## config.mk

```make
export PLATFORM = sky130hd
export DESIGN_NAME = modular_exponentiation_core
export DESIGN_NICKNAME = d
export VERILOG_FILES = /design/src/hdl/mexp_pkg.sv /design/src/hdl/mexp_ctrl.sv /design/src/hdl/mexp_dp.sv /design/src/hdl/modular_exponentiation_core.sv
export SDC_FILE = /design/constraint.sdc
export NUM_CORES = 1
export LEC_CHECK = 0
export BUFFER_PORTS_ARGS = -buffer_cell sky130_fd_sc_hd__buf_2
export CORE_UTILIZATION = 55
export CTS_CLUSTER_SIZE = 24
export DETAILED_ROUTE_END_ITERATION = 8
export PLACE_DENSITY = 0.73
export SETUP_SLACK_MARGIN = 0.3
export SLEW_MARGIN = 15
export SYNTH_ARGS = -nofsm -noshare
export SYNTH_HDL_FRONTEND = slang
export SYNTH_SLANG_ARGS = --single-unit
```

## constraint.sdc

```tcl
create_clock -name clk -period 9.8 [get_ports clk]
set_input_delay 0.98 -clock clk [delete_from_list [all_inputs] [get_ports clk]]
set_output_delay 0.98 -clock clk [all_outputs]
set_load 0.1 [all_outputs]
```

## src/hdl/mexp_pkg.sv

```systemverilog
// ----------------------------------------------------------------------------
// mexp_pkg
// Shared types and constants for the modular exponentiation core: controller
// states, multiply operand selects, result selects, register indexes and the
// command/status bundles between controller and datapath.
// ----------------------------------------------------------------------------
package mexp_pkg;

    localparam int CFG_INDEX_WIDTH = 2;

    localparam logic [CFG_INDEX_WIDTH-1:0] REG_EXPONENT = 2'd0;
    localparam logic [CFG_INDEX_WIDTH-1:0] REG_MODULUS  = 2'd1;

    typedef enum logic [3:0] {
        ST_IDLE,
        ST_CHECK,
        ST_RED_RUN,
        ST_SQ_LOAD,
        ST_SQ_RUN,
        ST_ML_LOAD,
        ST_ML_RUN,
        ST_FINISH,
        ST_DONE
    } state_t;

    typedef enum logic [1:0] {
        MUL_REDUCE,
        MUL_SQUARE,
        MUL_MULT
    } mul_op_t;

    typedef enum logic [1:0] {
        RES_ZERO,
        RES_ONE,
        RES_ACC
    } res_sel_t;

    typedef struct packed {
        logic     load_item;
        logic     mul_load;
        mul_op_t  mul_op;
        logic     mul_step;
        logic     store_base;
        logic     store_acc;
        logic     exp_shift;
        logic     set_result;
        res_sel_t res_sel;
    } ctrl_cmd_t;

    typedef struct packed {
        logic mod_small;
        logic exp_zero;
        logic exp_msb;
        logic exp_last;
        logic mul_last;
    } dp_status_t;

endpackage

```

## src/hdl/mexp_ctrl.sv

```systemverilog
// ----------------------------------------------------------------------------
// mexp_ctrl
// Sequencer for left-to-right square-and-multiply: unless the modulus is below 2
// or the exponent is zero, it reduces the base, then for each exponent bit runs
// a modular square and, on a set bit, a modular multiply, and finally presents the result for one cycle.
// ----------------------------------------------------------------------------
module mexp_ctrl
(
    input  logic                  clk,
    input  logic                  rst_n,
    input  logic                  start,
    input  mexp_pkg::dp_status_t  status,
    output mexp_pkg::ctrl_cmd_t   cmd,
    output logic                  busy,
    output logic                  done
);

    mexp_pkg::state_t state_reg;
    mexp_pkg::state_t state_next;

    always_ff @(posedge clk or negedge rst_n)
    begin
        if (!rst_n)
        begin
            state_reg <= mexp_pkg::ST_IDLE;
        end
        else
        begin
            state_reg <= state_next;
        end
    end

    always_comb
    begin
        state_next     = state_reg;
        cmd            = '0;
        cmd.mul_op     = mexp_pkg::MUL_REDUCE;
        cmd.res_sel    = mexp_pkg::RES_ACC;
        busy           = 1'b1;
        done           = 1'b0;

        unique case (state_reg)
            mexp_pkg::ST_IDLE:
            begin
                busy = 1'b0;
                if (start)
                begin
                    cmd.load_item = 1'b1;
                    state_next    = mexp_pkg::ST_CHECK;
                end
            end
            mexp_pkg::ST_CHECK:
            begin
                if (status.mod_small)
                begin
                    cmd.set_result = 1'b1;
                    cmd.res_sel    = mexp_pkg::RES_ZERO;
                    state_next     = mexp_pkg::ST_DONE;
                end
                else if (status.exp_zero)
                begin
                    cmd.set_result = 1'b1;
                    cmd.res_sel    = mexp_pkg::RES_ONE;
                    state_next     = mexp_pkg::ST_DONE;
                end
                else
                begin
                    cmd.mul_load = 1'b1;
                    cmd.mul_op   = mexp_pkg::MUL_REDUCE;
                    state_next   = mexp_pkg::ST_RED_RUN;
                end
            end
            mexp_pkg::ST_RED_RUN:
            begin
                cmd.mul_step = 1'b1;
                if (status.mul_last)
                begin
                    cmd.store_base = 1'b1;
                    state_next     = mexp_pkg::ST_SQ_LOAD;
                end
            end
            mexp_pkg::ST_SQ_LOAD:
            begin
                cmd.mul_load = 1'b1;
                cmd.mul_op   = mexp_pkg::MUL_SQUARE;
                state_next   = mexp_pkg::ST_SQ_RUN;
            end
            mexp_pkg::ST_SQ_RUN:
            begin
                cmd.mul_step = 1'b1;
                if (status.mul_last)
                begin
                    cmd.store_acc = 1'b1;
                    if (status.exp_msb)
                    begin
                        state_next = mexp_pkg::ST_ML_LOAD;
                    end
                    else
                    begin
                        cmd.exp_shift = 1'b1;
                        state_next    = status.exp_last ? mexp_pkg::ST_FINISH
                                                        : mexp_pkg::ST_SQ_LOAD;
                    end
                end
            end
            mexp_pkg::ST_ML_LOAD:
            begin
                cmd.mul_load = 1'b1;
                cmd.mul_op   = mexp_pkg::MUL_MULT;
                state_next   = mexp_pkg::ST_ML_RUN;
            end
            mexp_pkg::ST_ML_RUN:
            begin
                cmd.mul_step = 1'b1;
                if (status.mul_last)
                begin
                    cmd.store_acc = 1'b1;
                    cmd.exp_shift = 1'b1;
                    state_next    = status.exp_last ? mexp_pkg::ST_FINISH
                                                    : mexp_pkg::ST_SQ_LOAD;
                end
            end
            mexp_pkg::ST_FINISH:
            begin
                cmd.set_result = 1'b1;
                cmd.res_sel    = mexp_pkg::RES_ACC;
                state_next     = mexp_pkg::ST_DONE;
            end
            mexp_pkg::ST_DONE:
            begin
                done       = 1'b1;
                state_next = mexp_pkg::ST_IDLE;
            end
            default:
            begin
                state_next = mexp_pkg::ST_IDLE;
            end
        endcase
    end

    a_load_not_mid_run: assert property (@(posedge clk) disable iff (!rst_n)
        cmd.mul_load |-> !($past(cmd.mul_step) && !$past(status.mul_last)))
        else $error("multiply reloaded while a product was still in progress");

    a_done_after_result: assert property (@(posedge clk) disable iff (!rst_n)
        cmd.set_result |=> done)
        else $error("result register set without a done strobe");

    a_shift_on_last_step: assert property (@(posedge clk) disable iff (!rst_n)
        cmd.exp_shift |-> (cmd.mul_step && status.mul_last))
        else $error("exponent advanced before the product completed");

endmodule

```

## src/hdl/mexp_dp.sv

```systemverilog
// ----------------------------------------------------------------------------
// mexp_dp
// Datapath: operand registers, exponent shifter, and a shift-and-add modular
// multiplier that retires one multiplier bit per cycle.
// ----------------------------------------------------------------------------
module mexp_dp
#(
    parameter int DATA_WIDTH = 32
)
(
    input  logic                    clk,
    input  logic                    rst_n,
    input  mexp_pkg::ctrl_cmd_t     cmd,
    input  logic [DATA_WIDTH-1:0]   base_value,
    input  logic [DATA_WIDTH-1:0]   exponent,
    input  logic [DATA_WIDTH-1:0]   modulus,
    output mexp_pkg::dp_status_t    status,
    output logic [DATA_WIDTH-1:0]   power_result
);

    localparam int CNT_W = $clog2(DATA_WIDTH);
    localparam logic [CNT_W-1:0] CNT_TOP = CNT_W'(DATA_WIDTH - 1);
    localparam logic [DATA_WIDTH-1:0] ONE = DATA_WIDTH'(1);

    logic [DATA_WIDTH-1:0] base_reg;
    logic [DATA_WIDTH-1:0] exp_reg;
    logic [DATA_WIDTH-1:0] mod_reg;
    logic [DATA_WIDTH-1:0] acc_reg;
    logic [DATA_WIDTH-1:0] mul_acc_reg;
    logic [DATA_WIDTH-1:0] mul_a_reg;
    logic [DATA_WIDTH-1:0] mul_b_reg;
    logic [DATA_WIDTH-1:0] result_reg;
    logic [CNT_W-1:0]      exp_cnt_reg;
    logic [CNT_W-1:0]      mul_cnt_reg;

    logic [DATA_WIDTH-1:0] gap_dbl;
    logic [DATA_WIDTH-1:0] dbl;
    logic [DATA_WIDTH-1:0] gap_add;
    logic [DATA_WIDTH-1:0] mul_acc_next;

    always_comb
    begin
        gap_dbl = mod_reg - mul_acc_reg;
        dbl     = (mul_acc_reg >= gap_dbl) ? (mul_acc_reg - gap_dbl)
                                           : (mul_acc_reg + mul_acc_reg);
        gap_add = mod_reg - mul_a_reg;
        if (mul_b_reg[DATA_WIDTH-1])
        begin
            mul_acc_next = (dbl >= gap_add) ? (dbl - gap_add) : (dbl + mul_a_reg);
        end
        else
        begin
            mul_acc_next = dbl;
        end
    end

    always_ff @(posedge clk)
    begin
        if (cmd.load_item)
        begin
            base_reg    <= base_value;
            exp_reg     <= exponent;
            mod_reg     <= modulus;
            acc_reg     <= ONE;
            exp_cnt_reg <= CNT_TOP;
        end

        if (cmd.mul_load)
        begin
            mul_acc_reg <= '0;
            mul_cnt_reg <= CNT_TOP;
            case (cmd.mul_op)
                mexp_pkg::MUL_REDUCE:
                begin
                    mul_a_reg <= ONE;
                    mul_b_reg <= base_reg;
                end
                mexp_pkg::MUL_SQUARE:
                begin
                    mul_a_reg <= acc_reg;
                    mul_b_reg <= acc_reg;
                end
                default:
                begin
                    mul_a_reg <= base_reg;
                    mul_b_reg <= acc_reg;
                end
            endcase
        end
        else if (cmd.mul_step)
        begin
            mul_acc_reg <= mul_acc_next;
            mul_b_reg   <= {mul_b_reg[DATA_WIDTH-2:0], 1'b0};
            mul_cnt_reg <= mul_cnt_reg - CNT_W'(1);
        end

        if (cmd.store_base)
        begin
            base_reg <= mul_acc_next;
        end

        if (cmd.store_acc)
        begin
            acc_reg <= mul_acc_next;
        end

        if (cmd.exp_shift)
        begin
            exp_reg     <= {exp_reg[DATA_WIDTH-2:0], 1'b0};
            exp_cnt_reg <= exp_cnt_reg - CNT_W'(1);
        end

        if (cmd.set_result)
        begin
            case (cmd.res_sel)
                mexp_pkg::RES_ZERO: result_reg <= '0;
                mexp_pkg::RES_ONE:  result_reg <= ONE;
                default:            result_reg <= acc_reg;
            endcase
        end
    end

    assign status.mod_small = (mod_reg < DATA_WIDTH'(2));
    assign status.exp_zero  = (exp_reg == '0);
    assign status.exp_msb   = exp_reg[DATA_WIDTH-1];
    assign status.exp_last  = (exp_cnt_reg == '0);
    assign status.mul_last  = (mul_cnt_reg == '0);

    assign power_result = result_reg;

    a_acc_reduced: assert property (@(posedge clk) disable iff (!rst_n)
        cmd.store_acc |=> (acc_reg < mod_reg))
        else $error("power accumulator not reduced below the modulus");

    a_base_reduced: assert property (@(posedge clk) disable iff (!rst_n)
        cmd.store_base |=> (base_reg < mod_reg))
        else $error("reduced base not below the modulus");

    a_partial_reduced: assert property (@(posedge clk) disable iff (!rst_n)
        cmd.mul_step |=> (mul_acc_reg < mod_reg))
        else $error("partial product not below the modulus");

endmodule

```

## src/hdl/modular_exponentiation_core.sv

```systemverilog
// ----------------------------------------------------------------------------
// modular_exponentiation_core
// Computes base_value ** exponent mod modulus (textbook RSA exponentiation).
//
// Configuration: pulse cfg_write with cfg_index 0 (exponent) or 1 (modulus)
// and cfg_data; other indexes are ignored. Write only while busy is low.
// Reset loads exponent 1 and modulus 2 and returns the sequencer to idle.
// Issue: raise start with base_value while busy is low; that edge is the
// transfer. busy stays high until the result has been shown.
// Result: done is high for exactly one cycle with power_result valid; the
// receiver cannot stall, so it must take the value in that cycle.
// Sequence: the core checks the operands, reduces the base below the modulus,
// then for each exponent bit squares and, on a set bit, multiplies. A modulus
// below 2 answers 0 and a zero exponent answers 1 without any product. Each
// modular product is a shift-and-add loop retiring one multiplier bit per
// cycle, and every exponent bit costs one square plus one multiply when the
// bit is set. The next item may start the cycle after done.
// ----------------------------------------------------------------------------
module modular_exponentiation_core
#(
    parameter int DATA_WIDTH = 32
)
(
    input  logic                                  clk,
    input  logic                                  rst_n,
    input  logic                                  start,
    output logic                                  busy,
    input  logic [DATA_WIDTH-1:0]                 base_value,
    output logic                                  done,
    output logic [DATA_WIDTH-1:0]                 power_result,
    input  logic                                  cfg_write,
    input  logic [mexp_pkg::CFG_INDEX_WIDTH-1:0]  cfg_index,
    input  logic [DATA_WIDTH-1:0]                 cfg_data
);

    logic [DATA_WIDTH-1:0] exponent_reg;
    logic [DATA_WIDTH-1:0] modulus_reg;

    mexp_pkg::ctrl_cmd_t  cmd;
    mexp_pkg::dp_status_t status;

    always_ff @(posedge clk or negedge rst_n)
    begin
        if (!rst_n)
        begin
            exponent_reg <= DATA_WIDTH'(1);
            modulus_reg  <= DATA_WIDTH'(2);
        end
        else if (cfg_write)
        begin
            unique case (cfg_index)
                mexp_pkg::REG_EXPONENT: exponent_reg <= cfg_data;
                mexp_pkg::REG_MODULUS:  modulus_reg  <= cfg_data;
                default:
                begin
                end
            endcase
        end
    end

    mexp_ctrl u_ctrl
    (
        .clk    (clk),
        .rst_n  (rst_n),
        .start  (start),
        .status (status),
        .cmd    (cmd),
        .busy   (busy),
        .done   (done)
    );

    mexp_dp
    #(
        .DATA_WIDTH (DATA_WIDTH)
    )
    u_dp
    (
        .clk          (clk),
        .rst_n        (rst_n),
        .cmd          (cmd),
        .base_value   (base_value),
        .exponent     (exponent_reg),
        .modulus      (modulus_reg),
        .status       (status),
        .power_result (power_result)
    );

endmodule

```

==> metrics.cfg <==
[setup_path]
critPathKind=reg -> reg
cp_slowest_cell=or4_4
reg2regPathDepth=44
r2r_start=u_dp.mod_reg[0]
cp-end-kind=flip-flop
cp.depth=44
critical-path-max-stage-delay_ps=520
r2r_end=u_dp.base_reg[30]
ff2ff_setup_slack_ps=690
cpLargestDelayFamily=compound AO/OA/AOI/OAI gates
path_common_cell=inv_1
critPathRequiredTime_ps=10080
worstSetupStartpoint=u_dp.mod_reg[0]
cp.buffers_inverters=7
cp_max_fo=5
start_kind=flip-flop
arrival_ps=9380
timing.critical_path.to=u_dp.base_reg[30]

[synthesis]
yosysWarnings=0
synth_seq_cells=334
seq_area_frac_synth_pct=41.91
postSynth.asyncResetShare_pct=20.36
ys_types=92
synth_edf_count=228
synth.avg_cell_area_um2=9.672
syn_nets=2519
syn-cell-area_um2=22220
postSynthCellCount=2297
synthFlopType=edfxtp_1

[route]
drtIter0Drc=1637
drtAntennaViolNets=0
wire_per_inst_um=21.87
viasPerCell=6.113
via_count=18350
drc=0
wl_um=65640
dr.pass1.iters=8

[clock_tree]
path_clk_slew_ps=60
clockBufferDepth=3
clk_latency_ps=550
cts_buffers=36
htree_levels=2
clock-sinks=334
root_buffer=clkbuf_16
cts_tree=yes
cts-hold-fix-buffers=0

[timing]
max-slew-margin-rel_pct=27.04
fmax_ghz=0.1098
fin_setup_tns_ps=0
tightest_slew_ps=1079
drv_slew=0
final_hold_viol_count=0
setup_viol_count_final=0
finalClockSkew_ps=16.28
fin_crit_sh_pct=92.91
period_needed_ps=9105
rsz0062_at_grt=false

[placement]
port_buffers=103
hpwl_um=50160
dp.cells=2924
placed_area_um2=23820
gp_congestion=0.9798

[cells_and_area]
area_growth_pct=13.49
layout_commonest_cell=edfxtp_1
fill_cells=3334
nets=2671
design_area_um2=25220
final_cell_mix=edfxtp_1, nand2_1, a21oi_1, ha_1, o21ai_0
n_antenna_cell=0
stdcell_count=3001
final_core_util_pct=63.32
final_layout_size_suffix_gt1_share_pct=16.20

[die]
dieArea_um2=41200
fp.dieW_um=203.0
std_cell_rows=73
core-area_um2=39820
die_y_um=203.0
start_util_pct=55.79
ios=104

[job]
cap_violations=0

[worst_hold_path]
hold_class=reg -> reg

[global_routing]
antenna_found_initial=0
grt_max_degree=69
grt_pass1_vias=17580
track_usage_pct=31.69
grt_pass1_wl_um=99950
grt.overflow.total=0

[outcome]
status=completed

cell type report:
cell class / instances / area, µm² / share of cell area, %
Multi-Input combinational cell: 1748 / 12280 / 48.68
Sequential cell: 334 / 9318 / 36.95
Timing Repair Buffer: 200 / 1280 / 5.076
Clock buffer: 49 / 1010 / 4.004
Tap cell: 525 / 656.9 / 2.605
Inverter: 129 / 485.5 / 1.925
Clock inverter: 16 / 190.2 / 0.7542
through the flow:
step	setup WS, ps	hold WS (ps)
6_report	694.7	443.7
5_1_grt	282.3	447.4
4_1_cts	347.9	443.7
3_5_place_dp	103.0	427.8
3_3_place_gp	140.7	426.3
2_1_floorplan	880.1	419.4
worst min-delay path by stage:
stage,startpoint,endpoint,cells after the start
after detailed placement,modulus_reg[13],u_dp.mod_reg[13],0
after floorplan,modulus_reg[0],u_dp.mod_reg[0],0
after global placement,modulus_reg[14],u_dp.mod_reg[14],0
after global routing,modulus_reg[31],u_dp.mod_reg[31],0
after CTS,modulus_reg[22],u_dp.mod_reg[22],0
final,modulus_reg[22],u_dp.mod_reg[22],0
kinds of logic (layout without fill, tap and decap cells):
kind of cell	Yosys count	after routing	share of synthesized area, %
AND/OR/NAND/NOR	665	665	14.35
AO/OA/AOI/OAI	658	658	19.56
flip-flops	334	334	41.91
buffers and inverters	215	394	3.644
adder cells (fa/ha/maj)	161	161	9.073
XOR/XNOR	151	151	5.953
multiplexers	113	113	5.502
synth_stat cells (all sizes together) (14+ instances only):
| library cell | number | area [µm²] |
|---|---|---|
| nand2 | 220 | 825.8 |
| a31oi | 19 | 118.9 |
| clkbuf | 82 | 307.8 |
| ha | 149 | 1864 |
| nand2b | 31 | 193.9 |
| xnor2 | 99 | 867.1 |
| nor2b | 24 | 150.1 |
| dfrtp | 66 | 1652 |
| o21ai | 165 | 829.5 |
| a22o | 52 | 455.4 |
| o21bai | 23 | 172.7 |
| o211ai | 14 | 105.1 |
| mux2i | 40 | 400.4 |
| a211oi | 14 | 110.1 |
| a21o | 51 | 382.9 |
| nor2 | 135 | 514.2 |
| mux2 | 73 | 822.0 |
| a21oi | 175 | 879.6 |
| inv | 128 | 480.5 |
| nand3 | 67 | 335.3 |
| nand4 | 17 | 106.4 |
| and2 | 49 | 309.0 |
| edfxtp | 228 | 6847 |
| xor2 | 52 | 455.4 |
| nor3 | 49 | 250.2 |
| o21a | 19 | 142.6 |
| dfxtp | 38 | 760.7 |
| o31ai | 25 | 201.4 |
| nor4 | 22 | 137.6 |
layer usage:
metal	part of all wire, %	global-route usage, %
met1	46	46.72
met3	7.6	3.756
met5	0	0
met2	44	49.13
met4	2.3	8.673
what timing repair did:
action,4_1_cts,5_1_grt
setup endpoints to repair,20,96
pin swaps,1,19
gates cloned,0,0
setup buffers,3,9
gates resized for setup,4,37
Power is left out: the tool's default activity adds up to more than one toggle a clock period on the data nets, which glitch-free logic cannot reach.
